--- src/design/gpioee_pkg.sv ---
`default_nettype none

package gpioee_pkg;

  // fixed field widths of the transaction payloads
  localparam int unsigned WORD_W    = 24;
  localparam int unsigned OPCODE_W  = 3;
  localparam int unsigned PIN_IDX_W = 5;
  localparam int unsigned STATUS_W  = 3;
  localparam int unsigned TOTAL_W   = 16;
  localparam int unsigned CFG_IDX_W = 3;

  // queued edge record: {pin, rising}
  localparam int unsigned EV_REC_W  = PIN_IDX_W + 1;

  typedef enum logic [OPCODE_W-1:0] {
    OP_POLL      = 3'd0,
    OP_POP       = 3'd1,
    OP_WRITE_ALL = 3'd2,
    OP_WRITE_ONE = 3'd3,
    OP_READ      = 3'd4
  } op_e;

  typedef enum logic [STATUS_W-1:0] {
    STAT_OK         = 3'd0,
    STAT_BAD_PIN    = 3'd1,
    STAT_PWM_BUSY   = 3'd2,
    STAT_NOT_OUTPUT = 3'd3,
    STAT_EMPTY      = 3'd4
  } status_e;

  typedef enum logic [CFG_IDX_W-1:0] {
    CFG_OUTPUT_MASK = 3'd0,
    CFG_EVENT_EN    = 3'd1,
    CFG_RISE_EN     = 3'd2,
    CFG_FALL_EN     = 3'd3,
    CFG_PWM_BUSY    = 3'd4
  } cfg_idx_e;

endpackage

`default_nettype wire

--- src/design/gpio_edge_event_controller_core.sv ---
// gpio edge event controller core
//
// input channel (in_valid_i / in_ready_o) carries one command transaction:
// poll, pop event, write all, write one or read state. output channel
// (out_valid_o / out_ready_i) returns exactly one result per command, in
// order. the user must write configuration registers (cfg_we_i, cfg_index_i,
// cfg_wdata_i) only while the core is idle; the core does not enforce this.
//
// poll walks the pins one per cycle through shift registers; each changed
// input pin with its edge enabled writes one record into the event queue
// ram unless the queue is full. pop reads the queue ram (registered read).
// one command is in flight at a time; in_ready_o is high only while the
// core is idle.
//
// a finished result sits in the output register; the core still takes the
// next command while the receiver stalls and holds its own result until
// the output register frees up.
// reset clears masks, pin state, prev levels, queue pointers and the pop
// count; the first poll after reset only captures the pin levels.

`default_nettype none

module gpio_edge_event_controller_core
  import gpioee_pkg::*;
#(
  parameter int unsigned NUM_PINS    = 24,
  parameter int unsigned QUEUE_DEPTH = 16
) (
  input  wire logic                  clk_i,
  input  wire logic                  rst_ni,

  // configuration write port
  input  wire logic                  cfg_we_i,
  input  wire logic [CFG_IDX_W-1:0]  cfg_index_i,
  input  wire logic [WORD_W-1:0]     cfg_wdata_i,

  // command channel
  input  wire logic                  in_valid_i,
  output logic                       in_ready_o,
  input  wire logic [OPCODE_W-1:0]   in_opcode_i,
  input  wire logic [WORD_W-1:0]     in_pin_levels_i,
  input  wire logic [WORD_W-1:0]     in_data_word_i,
  input  wire logic [PIN_IDX_W-1:0]  in_pin_index_i,
  input  wire logic                  in_pin_value_i,

  // result channel
  output logic                       out_valid_o,
  input  wire logic                  out_ready_i,
  output logic [STATUS_W-1:0]        out_status_o,
  output logic                       out_event_valid_o,
  output logic [PIN_IDX_W-1:0]       out_event_pin_o,
  output logic                       out_event_rising_o,
  output logic [TOTAL_W-1:0]         out_event_total_o,
  output logic [WORD_W-1:0]          out_state_word_o
);

  localparam int unsigned PtrW = $clog2(QUEUE_DEPTH);
  localparam int unsigned CntW = (NUM_PINS > 1) ? $clog2(NUM_PINS) : 1;
  localparam logic [PtrW-1:0] PtrLast = PtrW'(QUEUE_DEPTH - 1);
  localparam logic [CntW-1:0] CntLast = CntW'(NUM_PINS - 1);

  typedef enum logic [1:0] {
    ST_IDLE,
    ST_SCAN,
    ST_POP,
    ST_FINISH
  } state_e;

  // ---------------------------------------------------------------------
  // configuration registers, only the implemented pins are kept
  // ---------------------------------------------------------------------
  logic [NUM_PINS-1:0] out_mask_q, ev_en_q, rise_en_q, fall_en_q, pwm_q;

  always_ff @(posedge clk_i or negedge rst_ni) begin
    if (!rst_ni) begin
      out_mask_q <= '0;
      ev_en_q    <= '0;
      rise_en_q  <= '0;
      fall_en_q  <= '0;
      pwm_q      <= '0;
    end else if (cfg_we_i) begin
      case (cfg_idx_e'(cfg_index_i))
        CFG_OUTPUT_MASK: out_mask_q <= cfg_wdata_i[NUM_PINS-1:0];
        CFG_EVENT_EN:    ev_en_q    <= cfg_wdata_i[NUM_PINS-1:0];
        CFG_RISE_EN:     rise_en_q  <= cfg_wdata_i[NUM_PINS-1:0];
        CFG_FALL_EN:     fall_en_q  <= cfg_wdata_i[NUM_PINS-1:0];
        CFG_PWM_BUSY:    pwm_q      <= cfg_wdata_i[NUM_PINS-1:0];
        default: ;  // unmapped index, write is dropped
      endcase
    end
  end

  // ---------------------------------------------------------------------
  // state
  // ---------------------------------------------------------------------
  state_e               state_q, state_d;
  logic                 primed_q, primed_d;
  logic [NUM_PINS-1:0]  pin_state_q, pin_state_d;
  logic [NUM_PINS-1:0]  prev_q, prev_d;
  logic [PtrW-1:0]      wr_ptr_q, wr_ptr_d;
  logic [PtrW-1:0]      rd_ptr_q, rd_ptr_d;
  logic [TOTAL_W-1:0]   total_q, total_d;

  // scan shift registers, bit 0 is the pin under inspection
  logic [NUM_PINS-1:0]  lv_sh_q, lv_sh_d;
  logic [NUM_PINS-1:0]  pv_sh_q, pv_sh_d;
  logic [NUM_PINS-1:0]  om_sh_q, om_sh_d;
  logic [NUM_PINS-1:0]  ee_sh_q, ee_sh_d;
  logic [NUM_PINS-1:0]  re_sh_q, re_sh_d;
  logic [NUM_PINS-1:0]  fe_sh_q, fe_sh_d;
  logic [CntW-1:0]      pin_cnt_q, pin_cnt_d;

  // result held until the output register is free
  status_e              res_status_q, res_status_d;
  logic                 res_ev_valid_q, res_ev_valid_d;
  logic [PIN_IDX_W-1:0] res_ev_pin_q, res_ev_pin_d;
  logic                 res_ev_rising_q, res_ev_rising_d;

  // output register
  logic                 out_valid_q, out_valid_d;
  status_e              out_status_q, out_status_d;
  logic                 out_ev_valid_q, out_ev_valid_d;
  logic [PIN_IDX_W-1:0] out_ev_pin_q, out_ev_pin_d;
  logic                 out_ev_rising_q, out_ev_rising_d;
  logic [TOTAL_W-1:0]   out_total_q, out_total_d;
  logic [WORD_W-1:0]    out_state_q, out_state_d;

  // event queue ram
  logic                 ram_we, ram_re;
  logic [EV_REC_W-1:0]  ram_wdata, ram_rdata;

  gpioee_ram #(
    .WIDTH (EV_REC_W),
    .DEPTH (QUEUE_DEPTH)
  ) u_queue (
    .clk_i   (clk_i),
    .we_i    (ram_we),
    .waddr_i (wr_ptr_q),
    .wdata_i (ram_wdata),
    .re_i    (ram_re),
    .raddr_i (rd_ptr_q),
    .rdata_o (ram_rdata)
  );

  // ---------------------------------------------------------------------
  // combinational helpers
  // ---------------------------------------------------------------------
  logic                now_bit, was_bit, pin_changed, push_req, new_state_bit;
  logic [PtrW-1:0]     wr_next, rd_next;
  logic                queue_full;
  logic [NUM_PINS-1:0] wr_all_mask, pin_sel, pin_levels;
  logic                pin_bad;

  always_comb begin
    now_bit       = lv_sh_q[0];
    was_bit       = pv_sh_q[0];
    // output pins never report, they only refresh prev levels
    pin_changed   = !om_sh_q[0] && (now_bit != was_bit);
    push_req      = pin_changed && ee_sh_q[0] && (now_bit ? re_sh_q[0] : fe_sh_q[0]);
    new_state_bit = pin_changed ? now_bit : pin_state_q[0];

    // ring pointers wrap at the queue depth, one slot stays free
    wr_next    = (wr_ptr_q == PtrLast) ? '0 : wr_ptr_q + 1'b1;
    rd_next    = (rd_ptr_q == PtrLast) ? '0 : rd_ptr_q + 1'b1;
    queue_full = (wr_next == rd_ptr_q);

    wr_all_mask = out_mask_q & ~pwm_q;
    pin_bad     = (in_pin_index_i >= PIN_IDX_W'(NUM_PINS));
    pin_sel     = NUM_PINS'(1) << in_pin_index_i;
    pin_levels  = in_pin_levels_i[NUM_PINS-1:0];
  end

  // pin counter widened to the record's pin field
  function automatic logic [PIN_IDX_W-1:0] EV_PIN_REC(logic [CntW-1:0] cnt);
    return PIN_IDX_W'(cnt);
  endfunction

  // ---------------------------------------------------------------------
  // sequencer
  // ---------------------------------------------------------------------
  always_comb begin
    state_d         = state_q;
    primed_d        = primed_q;
    pin_state_d     = pin_state_q;
    prev_d          = prev_q;
    wr_ptr_d        = wr_ptr_q;
    rd_ptr_d        = rd_ptr_q;
    total_d         = total_q;
    lv_sh_d         = lv_sh_q;
    pv_sh_d         = pv_sh_q;
    om_sh_d         = om_sh_q;
    ee_sh_d         = ee_sh_q;
    re_sh_d         = re_sh_q;
    fe_sh_d         = fe_sh_q;
    pin_cnt_d       = pin_cnt_q;
    res_status_d    = res_status_q;
    res_ev_valid_d  = res_ev_valid_q;
    res_ev_pin_d    = res_ev_pin_q;
    res_ev_rising_d = res_ev_rising_q;
    out_valid_d     = out_valid_q;
    out_status_d    = out_status_q;
    out_ev_valid_d  = out_ev_valid_q;
    out_ev_pin_d    = out_ev_pin_q;
    out_ev_rising_d = out_ev_rising_q;
    out_total_d     = out_total_q;
    out_state_d     = out_state_q;
    ram_we          = 1'b0;
    ram_re          = 1'b0;
    ram_wdata       = {EV_PIN_REC(pin_cnt_q), now_bit};

    // receiver took the pending result
    if (out_valid_q && out_ready_i) begin
      out_valid_d = 1'b0;
    end

    case (state_q)
      ST_IDLE: begin
        if (in_valid_i) begin
          res_status_d    = STAT_OK;
          res_ev_valid_d  = 1'b0;
          res_ev_pin_d    = '0;
          res_ev_rising_d = 1'b0;
          state_d         = ST_FINISH;
          case (op_e'(in_opcode_i))
            OP_POLL: begin
              // every implemented pin ends the poll with prev = sample
              prev_d = pin_levels;
              if (!primed_q) begin
                primed_d = 1'b1;
              end else begin
                lv_sh_d   = pin_levels;
                pv_sh_d   = prev_q;
                om_sh_d   = out_mask_q;
                ee_sh_d   = ev_en_q;
                re_sh_d   = rise_en_q;
                fe_sh_d   = fall_en_q;
                pin_cnt_d = '0;
                state_d   = ST_SCAN;
              end
            end
            OP_POP: begin
              if (rd_ptr_q == wr_ptr_q) begin
                res_status_d = STAT_EMPTY;
              end else begin
                ram_re  = 1'b1;
                state_d = ST_POP;
              end
            end
            OP_WRITE_ALL: begin
              pin_state_d = (pin_state_q & ~wr_all_mask)
                          | (in_data_word_i[NUM_PINS-1:0] & wr_all_mask);
            end
            OP_WRITE_ONE: begin
              if (pin_bad) begin
                res_status_d = STAT_BAD_PIN;
              end else if (|(pwm_q & pin_sel)) begin
                res_status_d = STAT_PWM_BUSY;
              end else if (!(|(out_mask_q & pin_sel))) begin
                res_status_d = STAT_NOT_OUTPUT;
              end else begin
                pin_state_d = (pin_state_q & ~pin_sel) | (in_pin_value_i ? pin_sel : '0);
              end
            end
            default: ;  // read state and unused codes change nothing
          endcase
        end
      end

      ST_SCAN: begin
        // one pin per cycle, pin state rotates so it is back in place at the end
        lv_sh_d     = lv_sh_q >> 1;
        pv_sh_d     = pv_sh_q >> 1;
        om_sh_d     = om_sh_q >> 1;
        ee_sh_d     = ee_sh_q >> 1;
        re_sh_d     = re_sh_q >> 1;
        fe_sh_d     = fe_sh_q >> 1;
        pin_state_d = (pin_state_q >> 1) | (NUM_PINS'(new_state_bit) << (NUM_PINS - 1));
        if (push_req && !queue_full) begin
          ram_we   = 1'b1;
          wr_ptr_d = wr_next;
        end
        pin_cnt_d = pin_cnt_q + 1'b1;
        if (pin_cnt_q == CntLast) begin
          state_d = ST_FINISH;
        end
      end

      ST_POP: begin
        res_ev_valid_d  = 1'b1;
        res_ev_pin_d    = ram_rdata[EV_REC_W-1:1];
        res_ev_rising_d = ram_rdata[0];
        total_d         = total_q + 1'b1;
        rd_ptr_d        = rd_next;
        state_d         = ST_FINISH;
      end

      ST_FINISH: begin
        if (!out_valid_q || out_ready_i) begin
          out_valid_d     = 1'b1;
          out_status_d    = res_status_q;
          out_ev_valid_d  = res_ev_valid_q;
          out_ev_pin_d    = res_ev_pin_q;
          out_ev_rising_d = res_ev_rising_q;
          out_total_d     = total_q;
          out_state_d     = WORD_W'(pin_state_q);
          state_d         = ST_IDLE;
        end
      end

      default: state_d = ST_IDLE;
    endcase
  end

  // ---------------------------------------------------------------------
  // registers
  // ---------------------------------------------------------------------
  always_ff @(posedge clk_i or negedge rst_ni) begin
    if (!rst_ni) begin
      state_q     <= ST_IDLE;
      primed_q    <= 1'b0;
      pin_state_q <= '0;
      prev_q      <= '0;
      wr_ptr_q    <= '0;
      rd_ptr_q    <= '0;
      total_q     <= '0;
      out_valid_q <= 1'b0;
    end else begin
      state_q     <= state_d;
      primed_q    <= primed_d;
      pin_state_q <= pin_state_d;
      prev_q      <= prev_d;
      wr_ptr_q    <= wr_ptr_d;
      rd_ptr_q    <= rd_ptr_d;
      total_q     <= total_d;
      out_valid_q <= out_valid_d;
    end
  end

  // payload, no reset needed
  always_ff @(posedge clk_i) begin
    lv_sh_q         <= lv_sh_d;
    pv_sh_q         <= pv_sh_d;
    om_sh_q         <= om_sh_d;
    ee_sh_q         <= ee_sh_d;
    re_sh_q         <= re_sh_d;
    fe_sh_q         <= fe_sh_d;
    pin_cnt_q       <= pin_cnt_d;
    res_status_q    <= res_status_d;
    res_ev_valid_q  <= res_ev_valid_d;
    res_ev_pin_q    <= res_ev_pin_d;
    res_ev_rising_q <= res_ev_rising_d;
    out_status_q    <= out_status_d;
    out_ev_valid_q  <= out_ev_valid_d;
    out_ev_pin_q    <= out_ev_pin_d;
    out_ev_rising_q <= out_ev_rising_d;
    out_total_q     <= out_total_d;
    out_state_q     <= out_state_d;
  end

  // ---------------------------------------------------------------------
  // ports
  // ---------------------------------------------------------------------
  assign in_ready_o         = (state_q == ST_IDLE);
  assign out_valid_o        = out_valid_q;
  assign out_status_o       = out_status_q;
  assign out_event_valid_o  = out_ev_valid_q;
  assign out_event_pin_o    = out_ev_pin_q;
  assign out_event_rising_o = out_ev_rising_q;
  assign out_event_total_o  = out_total_q;
  assign out_state_word_o   = out_state_q;

endmodule

`default_nettype wire

--- src/design/gpioee_ram.sv ---
`default_nettype none

module gpioee_ram #(
  parameter int unsigned WIDTH = 6,
  parameter int unsigned DEPTH = 16
) (
  input  wire logic                     clk_i,
  input  wire logic                     we_i,
  input  wire logic [$clog2(DEPTH)-1:0] waddr_i,
  input  wire logic [WIDTH-1:0]         wdata_i,
  input  wire logic                     re_i,
  input  wire logic [$clog2(DEPTH)-1:0] raddr_i,
  output logic      [WIDTH-1:0]         rdata_o
);

  logic [WIDTH-1:0] mem_q [DEPTH];
  logic [WIDTH-1:0] rdata_q;

  always_ff @(posedge clk_i) begin
    if (we_i) begin
      mem_q[waddr_i] <= wdata_i;
    end
    if (re_i) begin
      rdata_q <= mem_q[raddr_i];
    end
  end

  assign rdata_o = rdata_q;

endmodule

`default_nettype wire

--- config.mk ---
export PLATFORM = sky130hd
export DESIGN_NAME = gpio_edge_event_controller_core
export DESIGN_NICKNAME = d
export VERILOG_FILES = /design/src/design/gpioee_pkg.sv /design/src/design/gpio_edge_event_controller_core.sv /design/src/design/gpioee_ram.sv
export SDC_FILE = /design/constraint.sdc
export NUM_CORES = 1
export LEC_CHECK = 0
export BUFFER_PORTS_ARGS = -buffer_cell sky130_fd_sc_hd__buf_2
export CORE_MARGIN = 4
export CORE_UTILIZATION = 24
export CTS_CLUSTER_SIZE = 24
export DETAILED_ROUTE_END_ITERATION = 7
export GPL_TIMING_DRIVEN = 0
export SLEW_MARGIN = 10
export SYNTH_ARGS = -nofsm -noshare
export SYNTH_HDL_FRONTEND = slang
export SYNTH_SLANG_ARGS = --single-unit
--- constraint.sdc ---
create_clock -name clk_i -period 27.2 [get_ports clk_i]
set_clock_uncertainty 0.2 [all_clocks]
set_input_delay 4.08 -clock clk_i [delete_from_list [all_inputs] [get_ports clk_i]]
set_output_delay 4.08 -clock clk_i [all_outputs]
set_load 0.005 [all_outputs]
==> summary.md, run 1 <==
| Metric | Value |
|---|---|
| Net count after synthesis | `1535` |
| FF-to-FF Start | `state_q[1]` |
| TritonRoute pass-1 iters | `6` |
| Crit. End Element | `flip-flop` |
| Count of boundary I/O pins | `141` |
| Port buffer count | `135` |
| Die extent in y | `310 um` |
| Pin count of the biggest net entering global routing | `97` |
| Total count of max-transition violations in the final report | `0` |
| Antenna violations before repair | `17` |
| Share of synthesized registers carrying an async set or reset | `38.7%` |
| Destination of the worst register-to-register timing path | `u_queue.mem_q[1][4]` |
| Unrepaired setup endpoints after global routing | `false` |
| Via count | `13400` |
| Commonest non-fill, non-tap cell in the layout | `edfxtp_1` |
| Upper clock frequency limit | `153 MHz` |
| Routed length per placed instance | `21.1 um` |
| Cell area after synthesis | `21900 um2` |
| Post-synthesis cell type count | `74` |
| Net count reported at finish | `1738` |
| Number of standard cells after synthesis | `1435` |
| Leading register cell type out of synthesis | `edfxtp_1` |
| MaxCap Viol Count | `0` |
| Wire length of the first global-routing pass | `89.8 mm` |
| Power density relative to cell area | `104 nW/um2` |
| CTS-repair resized insts | `0` |
| Largest stage delay on the critical path | `0.68 ns` |
| Leakage power | `9.55 nW` |
| Summed negative setup slack over all endpoints | `0 ns` |
| CTS tree | `built` |
| Max-slew headroom | `19.1%` |
| Share of post-route cells with drive strength above 1 | `35.1%` |
| Chip Width | `310 um` |
| Hold Startpoint | `res_status_q[2]` |
| Area of all placed cells without fillers | `26100 um2` |
| Flop2flop setup slack | `23.65 ns` |
| Number of buffers inserted by hold repair at cts | `0` |
| Hold WS | `0.194 ns` |
| DR vias/cell | `4.67` |
| Floorplan row count | `110` |
| Worst-path cell chain | `buf_4 -> buf_2 -> inv_1 -> nor2_1 -> o21ai_0 -> and4bb_4 -> a21o_4 -> a21oi_4 -> mux2_1` |
| WHS Endpoint | `out_status_o[2]` |
| Initial drt markers | `1254` |
| Outcome | `complete, no violations` |
| Clock sink count | `507` |
| Total Die Area | `96300 um2` |
| Most used cells in the layout excluding fill and tap cells | `edfxtp_1 (311), mux2_2 (289), dfrtp_1 (196)` |
| DPL Wire Length | `44.7 mm` |
| CP Data Required Time | `27.50 ns` |
| Largest fanout of any net on the critical path | `10` |
| Fin util | `29.0%` |
| DP Area | `24300 um2` |
| Endpoint arrival time on the critical path | `6.85 ns` |
| Area Overhead vs Synth | `19.2%` |
| Count of final hold-check violations | `0` |
| Number of instances on the worst hold path | `0` |
| Clock latency at the later pin of the worst-skew pair | `0.64 ns` |
| Post-Syn Area per Cell | `15.3 um2` |
| Setup Fix Bufs, Post-CTS | `0` |
| Total number of H-tree levels | `2` |
| Number of enable flip-flop cells after synthesis | `311` |
| Clock Pin Slew Worst Setup and Hold Paths | `0.06 ns` |
| Depth of the worst register-to-register path | `8` |
| Number of buffers between clock root and the deepest sink | `3` |
| Final setup violating endpoints | `0` |
| Register bit total from synthesis | `507` |
| Gr ovfl total | `0` |
| Routed Wire Length | `60.4 mm` |
| Number of warnings issued by yosys | `0` |
| Power after layout | `2.73 mW` |
| Effective utilization at floorplan | `24.3%` |
| Highest-delay cell along the critical path | `nor2_1` |
| Tightest Pin Transition | `1.20 ns` |
| Crit path launch | `in_pin_index_i[0]` |
| Family with the most delay on the worst path | `simple AND/OR/NAND/NOR gates` |
| Total CTS buffers | `52` |
| Clock period minus final worst setup slack | `6.55 ns` |
| Overall routing resource usage | `12.3%` |
| Number of nets still failing antenna checks after routing | `0` |
| Final estimated routing congestion in global placement | `0.909` |
| Ratio of final minimum period to clock period | `24.1%` |
| Type of the worst setup path | `input port to flip-flop` |
| Tightest Hold Check Type | `flip-flop to flip-flop` |
| Startpoint Class | `input port` |
| Sequential fraction of the synthesis area | `65.0%` |
| Worst VDD drop | `0.0447 mV` |
| Root buf cell | `clkbuf_16` |
| Area of the core | `90300 um2` |
| Via count of the first global-routing pass | `13600` |
| Buffering stage count on the worst path with inverters included | `3` |
| DRC | `0` |
area by class of cell:
| class | count | area [um2] |
|---|---|---|
| Clock inverter | 33 | 378 |
| Antenna cell | 7 | 17.5 |
| Fill cell | 9056 | 64100 |
| Multi-Input combinational cell | 832 | 7290 |
| Clock buffer | 65 | 1410 |
| Inverter | 14 | 52.6 |
| Tap cell | 1176 | 1470 |
| Buffer | 82 | 359 |
| Timing Repair Buffer | 149 | 920 |
| Sequential cell | 507 | 14200 |
state kept, by name (all words and copies together), names as in the netlist, 4 cells and up, named ones only:
name               count
ev_en_q               24
total_q               16
pwm_q                 24
rise_en_q             24
lv_sh_q               24
re_sh_q               24
out_state_word_o      24
rd_ptr_q               4
u_queue.rdata_o        6
prev_q                24
pv_sh_q               24
wr_ptr_q               4
om_sh_q               24
out_mask_q            24
res_ev_pin_q           5
fe_sh_q               24
out_event_total_o     16
pin_cnt_q              5
u_queue.mem_q         96
ee_sh_q               24
out_event_pin_o        5
fall_en_q             24
cell usage after synthesis, drive strengths merged, types with 6 or more instances:
cell type	count	area share [%]
and2	15	0.44
xor2	8	0.32
mux2i	7	0.32
o211a	8	0.37
nor3	13	0.35
inv	14	0.24
clkbuf	57	0.98
nand3	20	0.46
nor3b	10	0.44
nand4	7	0.23
a311oi	9	0.36
o2bb2ai	7	0.28
mux4	31	3.2
edfxtp	311	43
dfrtp	196	22
o21ai	47	1.1
o22ai	10	0.29
ha	11	0.63
nand2b	26	0.74
nor2	60	1.0
o211ai	10	0.34
o31ai	12	0.43
nor2b	20	0.57
mux2	294	15
nand2	61	1.1
buf	25	0.66
nand3b	6	0.21
xnor2	20	0.80
a21oi	27	0.72
and3	7	0.20
o32ai	11	0.44
a31oi	19	0.54
layer usage:
metal  vias up  wire (um)  share of wire, %  global-route usage [%]
met4         8        926               1.5                    2.27
li1       5916          -                 -                       -
met2       490      26600                44                    18.6
met1      6881      28300                47                    18.2
met5         -         58             0.096                       0
met3        87       4490               7.4                    2.88
through the flow:
step	setup WS, ns	cells
floorplan	14.46	1435
global placement	10.26	2746
detailed placement	20.11	2760
CTS	20.76	2858
global route	20.66	2858
finish	20.65	2865
kinds of logic after synthesis:
family          Yosys count  share of synthesized area (%)
mux                     332                           18.6
flops                   507                           65.0
buf+inv                  96                           1.88
xor+xnor                 28                           1.12
simple gates            266                           6.56
compound gates          195                           6.27
fa+ha+maj                11                          0.628
how the worst max path moves through the flow:
stage | end | slack [ns] | cells after the start
floorplan | ee_sh_q[0] | 14.46 | 4
finish | flip-flop | 20.65 | 9
detailed placement | flip-flop | 20.11 | 8
global placement | ee_sh_q[13] | 10.26 | 4
CTS | flip-flop | 20.76 | 8
global route | flip-flop | 20.66 | 8
power by group:
part	internal (mW)	switching [mW]
registers	1.12	0.136
clock network	0.428	0.311
logic	0.339	0.391
total	1.89	0.838
(Power assumes the default switching activity.)
==> run 2: changes to the inputs <==
==> constraint.sdc (replaced) <==
create_clock -name clk_i -period 6.8 [get_ports clk_i]
set_clock_uncertainty 0.2 [all_clocks]
set_input_delay 1.02 -clock clk_i [delete_from_list [all_inputs] [get_ports clk_i]]
set_output_delay 1.02 -clock clk_i [all_outputs]
set_load 0.005 [all_outputs]
==> summary.md, run 2 (synthesis results as in run 1) <==
| Metric | Value |
|---|---|
| Switching power | `3.35 mW` |
| Die extent in y | `310 um` |
| Area of the core | `90300 um2` |
| Commonest non-fill, non-tap cell in the layout | `edfxtp_1` |
| Summed negative setup slack over all endpoints | `0 ns` |
| Count of boundary I/O pins | `141` |
| Net count reported at finish | `1742` |
| Clock Pin Slew Worst Setup and Hold Paths | `0.06 ns` |
| Ratio of final minimum period to clock period | `54.5%` |
| DR vias/cell | `4.68` |
| Most used cells in the layout excluding fill and tap cells | `edfxtp_1 (311), mux2_2 (289), dfrtp_1 (196)` |
| Upper clock frequency limit | `270 MHz` |
| Type of the worst setup path | `flip-flop to flip-flop` |
| Endpoint arrival time on the critical path | `3.75 ns` |
| Flop pwr share | `45.5%` |
| Outcome | `complete, no violations` |
| Number of nets still failing antenna checks after routing | `0` |
| Clock latency at the later pin of the worst-skew pair | `0.62 ns` |
| Routed length per placed instance | `21.0 um` |
| Tightest Hold Check Type | `input port to asynchronous set/reset pin` |
| Switching part of the total power | `30.4%` |
| Placed instance count | `2762` |
| Clock power frac | `27.8%` |
| Highest-delay cell along the critical path | `nor3_1` |
| CTS tree | `built` |
| Setup Fix Bufs, Post-CTS | `0` |
| Share of post-route cells with drive strength above 1 | `35.1%` |
| Wire length of the first global-routing pass | `89.2 mm` |
| Gr ovfl total | `0` |
| Power density relative to cell area | `420 nW/um2` |
| Root buf cell | `clkbuf_16` |
| Largest fanout of any net on the critical path | `10` |
| Final estimated routing congestion in global placement | `0.909` |
| Area of all placed cells without fillers | `26300 um2` |
| Total count of max-transition violations in the final report | `0` |
| TritonRoute pass-1 iters | `7` |
| Number of buffers inserted by hold repair at cts | `0` |
| DP Area | `24400 um2` |
| Max-slew headroom | `21.1%` |
| Family with the most delay on the worst path | `simple AND/OR/NAND/NOR gates` |
| Clock sink count | `507` |
| Total Die Area | `96300 um2` |
| Total number of H-tree levels | `2` |
| Effective utilization at floorplan | `24.3%` |
| DRC | `0` |
| Post-Layout Cell Count | `2869` |
| Via count | `13400` |
| Initial drt markers | `1203` |
| Int Power | `7.68 mW` |
| Startpoint Class | `flip-flop` |
| Chip Width | `310 um` |
| MaxCap Viol Count | `0` |
| Hold WS | `0.0357 ns` |
| Antenna violations before repair | `20` |
| Count of final hold-check violations | `0` |
| Buffering stage count on the worst path with inverters included | `1` |
| Pin count of the biggest net entering global routing | `92` |
| CP Data Required Time | `6.84 ns` |
| Largest register by flop count | `u_queue.mem_q` |
| Final setup violating endpoints | `0` |
| Number of buffers between clock root and the deepest sink | `3` |
| Unrepaired setup endpoints after global routing | `false` |
| Floorplan row count | `110` |
| Largest stage delay on the critical path | `0.85 ns` |
| Overall routing resource usage | `12.3%` |
| Worst-path cell chain | `ha_1 -> o21ai_0 -> a22oi_1 -> xor2_1 -> a41oi_1 -> clkbuf_1 -> nand2_1 -> nor3_1` |
| Flip-flop count of the largest register, all copies and words added | `96` |
| Port buffer count | `135` |
| Routed Wire Length | `60.2 mm` |
| Via count of the first global-routing pass | `13500` |
| CTS-repair resized insts | `0` |
| DPL Wire Length | `44.5 mm` |
| Worst VDD drop | `0.224 mV` |
| Share of total power in combinational logic | `26.7%` |
| Leakage power | `9.60 nW` |
| Crit. End Element | `flip-flop` |
| Clock period minus final worst setup slack | `3.71 ns` |
| Tightest Pin Transition | `1.17 ns` |
| Total CTS buffers | `54` |
| Area Overhead vs Synth | `19.7%` |
-- run 2: layer usage --
layer,vias to the layer above,GRT usage [%],wire [um]
li1,5921,-,-
met1,6907,17.3,27200
met2,471,18.4,26300
met3,105,4.13,5410
met4,12,2.58,1190
met5,-,0,95
-- run 2: worst paths after layout --
kind,slack [ns],startpoint,to,cells past startpoint
setup reg to reg,3.09,wr_ptr_q[0],u_queue.mem_q[3][3],8
setup / recovery,3.09,wr_ptr_q[0],u_queue.mem_q[3][3],8
hold / removal,0.04,rst_ni,ev_en_q[16],1
min in group clk_i,0.22,res_ev_pin_q[3],out_event_pin_o[3],0
hold reg to reg,0.22,res_ev_pin_q[3],out_event_pin_o[3],0
max in group asynchronous,5.18,rst_ni,prev_q[8],3
-- run 2: final cells by class --
| class | count | area [um2] |
|---|---|---|
| Tap cell | 1176 | 1470 |
| Multi-Input combinational cell | 832 | 7300 |
| Clock inverter | 19 | 307 |
| Antenna cell | 6 | 15.0 |
| Clock buffer | 82 | 1570 |
| Sequential cell | 507 | 14200 |
| Timing Repair Buffer | 151 | 938 |
| Inverter | 14 | 52.6 |
| Buffer | 82 | 359 |
| Fill cell | 9022 | 64000 |
-- run 2: power groups by stage --
stage / clock network (mW) / logic [mW] / registers [mW]
4_1_cts: 3.14 / 2.96 / 5.03
6_report: 3.07 / 2.94 / 5.02
2_1_floorplan: 0 / 1.97 / 4.92
3_5_place_dp: 0 / 2.93 / 5.08
3_3_place_gp: 0 / 2.73 / 5.16
5_1_grt: 3.26 / 3.20 / 5.12
-- run 2: through the flow --
step	utilization, %	power (mW)	worst slack, ns
floorplan	-	6.88	0.367
global placement	26.7	7.90	-2.18
detailed placement	27.0	8.02	2.77
CTS	29.1	11.1	3.16
global route	29.1	11.6	2.83
finish	29.1	11.0	3.09
==> run 3: changes to the inputs <==
==> constraint.sdc (replaced) <==
create_clock -name clk_i -period 3 [get_ports clk_i]
set_clock_uncertainty 0.2 [all_clocks]
set_input_delay 0.45 -clock clk_i [delete_from_list [all_inputs] [get_ports clk_i]]
set_output_delay 0.45 -clock clk_i [all_outputs]
set_load 0.005 [all_outputs]
==> summary.md, run 3 (synthesis results as in run 1) <==
| Metric | Value |
|---|---|
| Outcome | `complete, no violations` |
| Total of fill cells in the finished design | `8997` |
| Ratio of final minimum period to clock period | `97.4%` |
| Root buf cell | `clkbuf_16` |
| Leakage power | `9.84 nW` |
| Area of the core | `90300 um2` |
| Commonest non-fill, non-tap cell in the layout | `edfxtp_1` |
| Chip Width | `310 um` |
| DPL Wire Length | `45.0 mm` |
| Crit. End Element | `flip-flop` |
| Via count of the first global-routing pass | `14000` |
| DR vias/cell | `4.65` |
| Net count reported at finish | `1797` |
| Wire length of the first global-routing pass | `90.3 mm` |
| Largest fanout of any net on the critical path | `10` |
| Overall routing resource usage | `12.4%` |
| Largest register by flop count | `u_queue.mem_q` |
| Total CTS buffers | `53` |
| Highest-delay cell along the critical path | `clkbuf_1` |
| Worst slack at placement | `-0.552 ns` |
| Upper clock frequency limit | `342 MHz` |
| Final setup violating endpoints | `0` |
| Post-Layout Cell Count | `2924` |
| Max-slew headroom | `26.0%` |
| Total number of H-tree levels | `2` |
| MaxCap Viol Count | `0` |
| Number of nets still failing antenna checks after routing | `0` |
| Type of the worst setup path | `input port to flip-flop` |
| Port buffer count | `135` |
| Power density relative to cell area | `916 nW/um2` |
| Tightest Pin Transition | `1.10 ns` |
| Clock period minus final worst setup slack | `2.92 ns` |
| DRC | `0` |
| Clock latency at the later pin of the worst-skew pair | `0.64 ns` |
| Flip-flop count of the largest register, all copies and words added | `96` |
| Family with the most delay on the worst path | `compound AO/OA/AOI/OAI gates` |
| Flop2flop setup slack | `0.09 ns` |
| CP Data Required Time | `3.27 ns` |
| Via count | `13600` |
| Most used cells in the layout excluding fill and tap cells | `edfxtp_1 (311), mux2_2 (289), dfrtp_1 (196)` |
| Fin worst setup slack | `0.0794 ns` |
| Number of buffers between clock root and the deepest sink | `3` |
| Worst VDD drop | `0.561 mV` |
| Area Overhead vs Synth | `22.6%` |
| Buffering stage count on the worst path with inverters included | `2` |
| Clock Pin Slew Worst Setup and Hold Paths | `0.06 ns` |
| Largest stage delay on the critical path | `0.57 ns` |
| Depth of the worst register-to-register path | `6` |
| Gr ovfl total | `0` |
| Pin count of the biggest net entering global routing | `98` |
| Number of cells on the critical path | `8` |
| Antenna violations before repair | `11` |
| Total Die Area | `96300 um2` |
| Routed Wire Length | `60.6 mm` |
| Floorplan row count | `110` |
| Destination of the worst register-to-register timing path | `ee_sh_q[6]` |
| Worst-path cell chain | `buf_6 -> clkbuf_1 -> mux4_2 -> a22oi_1 -> nand4_2 -> a21o_4 -> a21oi_4 -> mux2_1` |
| Effective utilization at floorplan | `24.3%` |
| Share of post-route cells with drive strength above 1 | `36.6%` |
| Clock sink count | `507` |
| Startpoint Class | `input port` |
| TritonRoute pass-1 iters | `5` |
| Count of final hold-check violations | `0` |
| FF-to-FF Start | `state_q[1]` |
| Placed instance count | `2762` |
| Final estimated routing congestion in global placement | `0.903` |
| Tightest Hold Check Type | `input port to flip-flop` |
| Endpoint arrival time on the critical path | `3.19 ns` |
| Power after layout | `24.6 mW` |
| CTS tree | `built` |
| Routed length per placed instance | `20.7 um` |
| Crit path launch | `in_pin_index_i[1]` |
| Die extent in y | `310 um` |
| Initial drt markers | `1073` |
| Total count of max-transition violations in the final report | `0` |
| Count of boundary I/O pins | `141` |
## run 3: where the power goes
part	internal, mW	switching, mW
combinational	3.21	3.63
sequential	10.2	1.22
clock	3.62	2.78
## run 3: routing by layer
layer | track usage [%] | part of all wire (%) | routed length, um | vias up
met5 | 0 | 0.040 | 24 | -
met1 | 17.4 | 46 | 27600 | 6973
met2 | 18.5 | 44 | 26400 | 472
li1 | - | - | - | 6046
met4 | 3.30 | 2.2 | 1320 | 4
met3 | 4.00 | 8.6 | 5220 | 94
## run 3: worst min-delay path by stage
stage | start | slack (ns) | cells past startpoint | endpoint
floorplan | rst_ni | -0.05 | 0 | asynchronous set/reset pin
global placement | res_ev_pin_q[4] | 0.21 | 0 | out_event_pin_o[4]
detailed placement | rst_ni | 0.08 | 1 | ev_en_q[15]
CTS | cfg_wdata_i[5] | 0.001 | 2 | fall_en_q[5]
global route | cfg_wdata_i[5] | 0.008 | 2 | pwm_q[5]
finish | cfg_wdata_i[5] | 0.02 | 2 | fall_en_q[5]
## run 3: final cells by class
cell class / instances / area, um2 / share of cell area [%]
plain buffers: 82 / 394 / 1.47
multi-input cells: 832 / 7460 / 27.7
diodes: 7 / 17.5 / 0.0651
inverters: 14 / 52.6 / 0.195
flip-flops and latches: 507 / 14200 / 53.0
well taps: 1176 / 1470 / 5.47
clock buffers: 73 / 1460 / 5.43
repair buffers: 207 / 1530 / 5.69
clock inverters: 26 / 265 / 0.986
## run 3: stage by stage
| stage | area [um2] | TNS, ns | util (%) | hold WS (ns) |
|---|---|---|---|---|
| 4_1_cts | 26700 | 0 | 29.6 | 0.00121 |
| 5_1_grt | 26900 | -0.0132 | 29.8 | 0.00785 |
| 6_report | 26900 | 0 | 29.8 | 0.0227 |
| 2_1_floorplan | 22000 | -421.76 | - | -0.0456 |
| 3_5_place_dp | 24400 | -32.48 | 27.0 | 0.0773 |
| 3_3_place_gp | 24100 | -1276.99 | 26.7 | 0.209 |
## run 3: timing repair
action / 4_1_cts / 5_1_grt
pin swaps: 2 / 3
gates resized for setup: 30 / 32
hold endpoints to repair: 258 / 0
hold buffers: 49 / 0
endpoints found under the setup margin: 214 / 186
setup buffers: 3 / 4
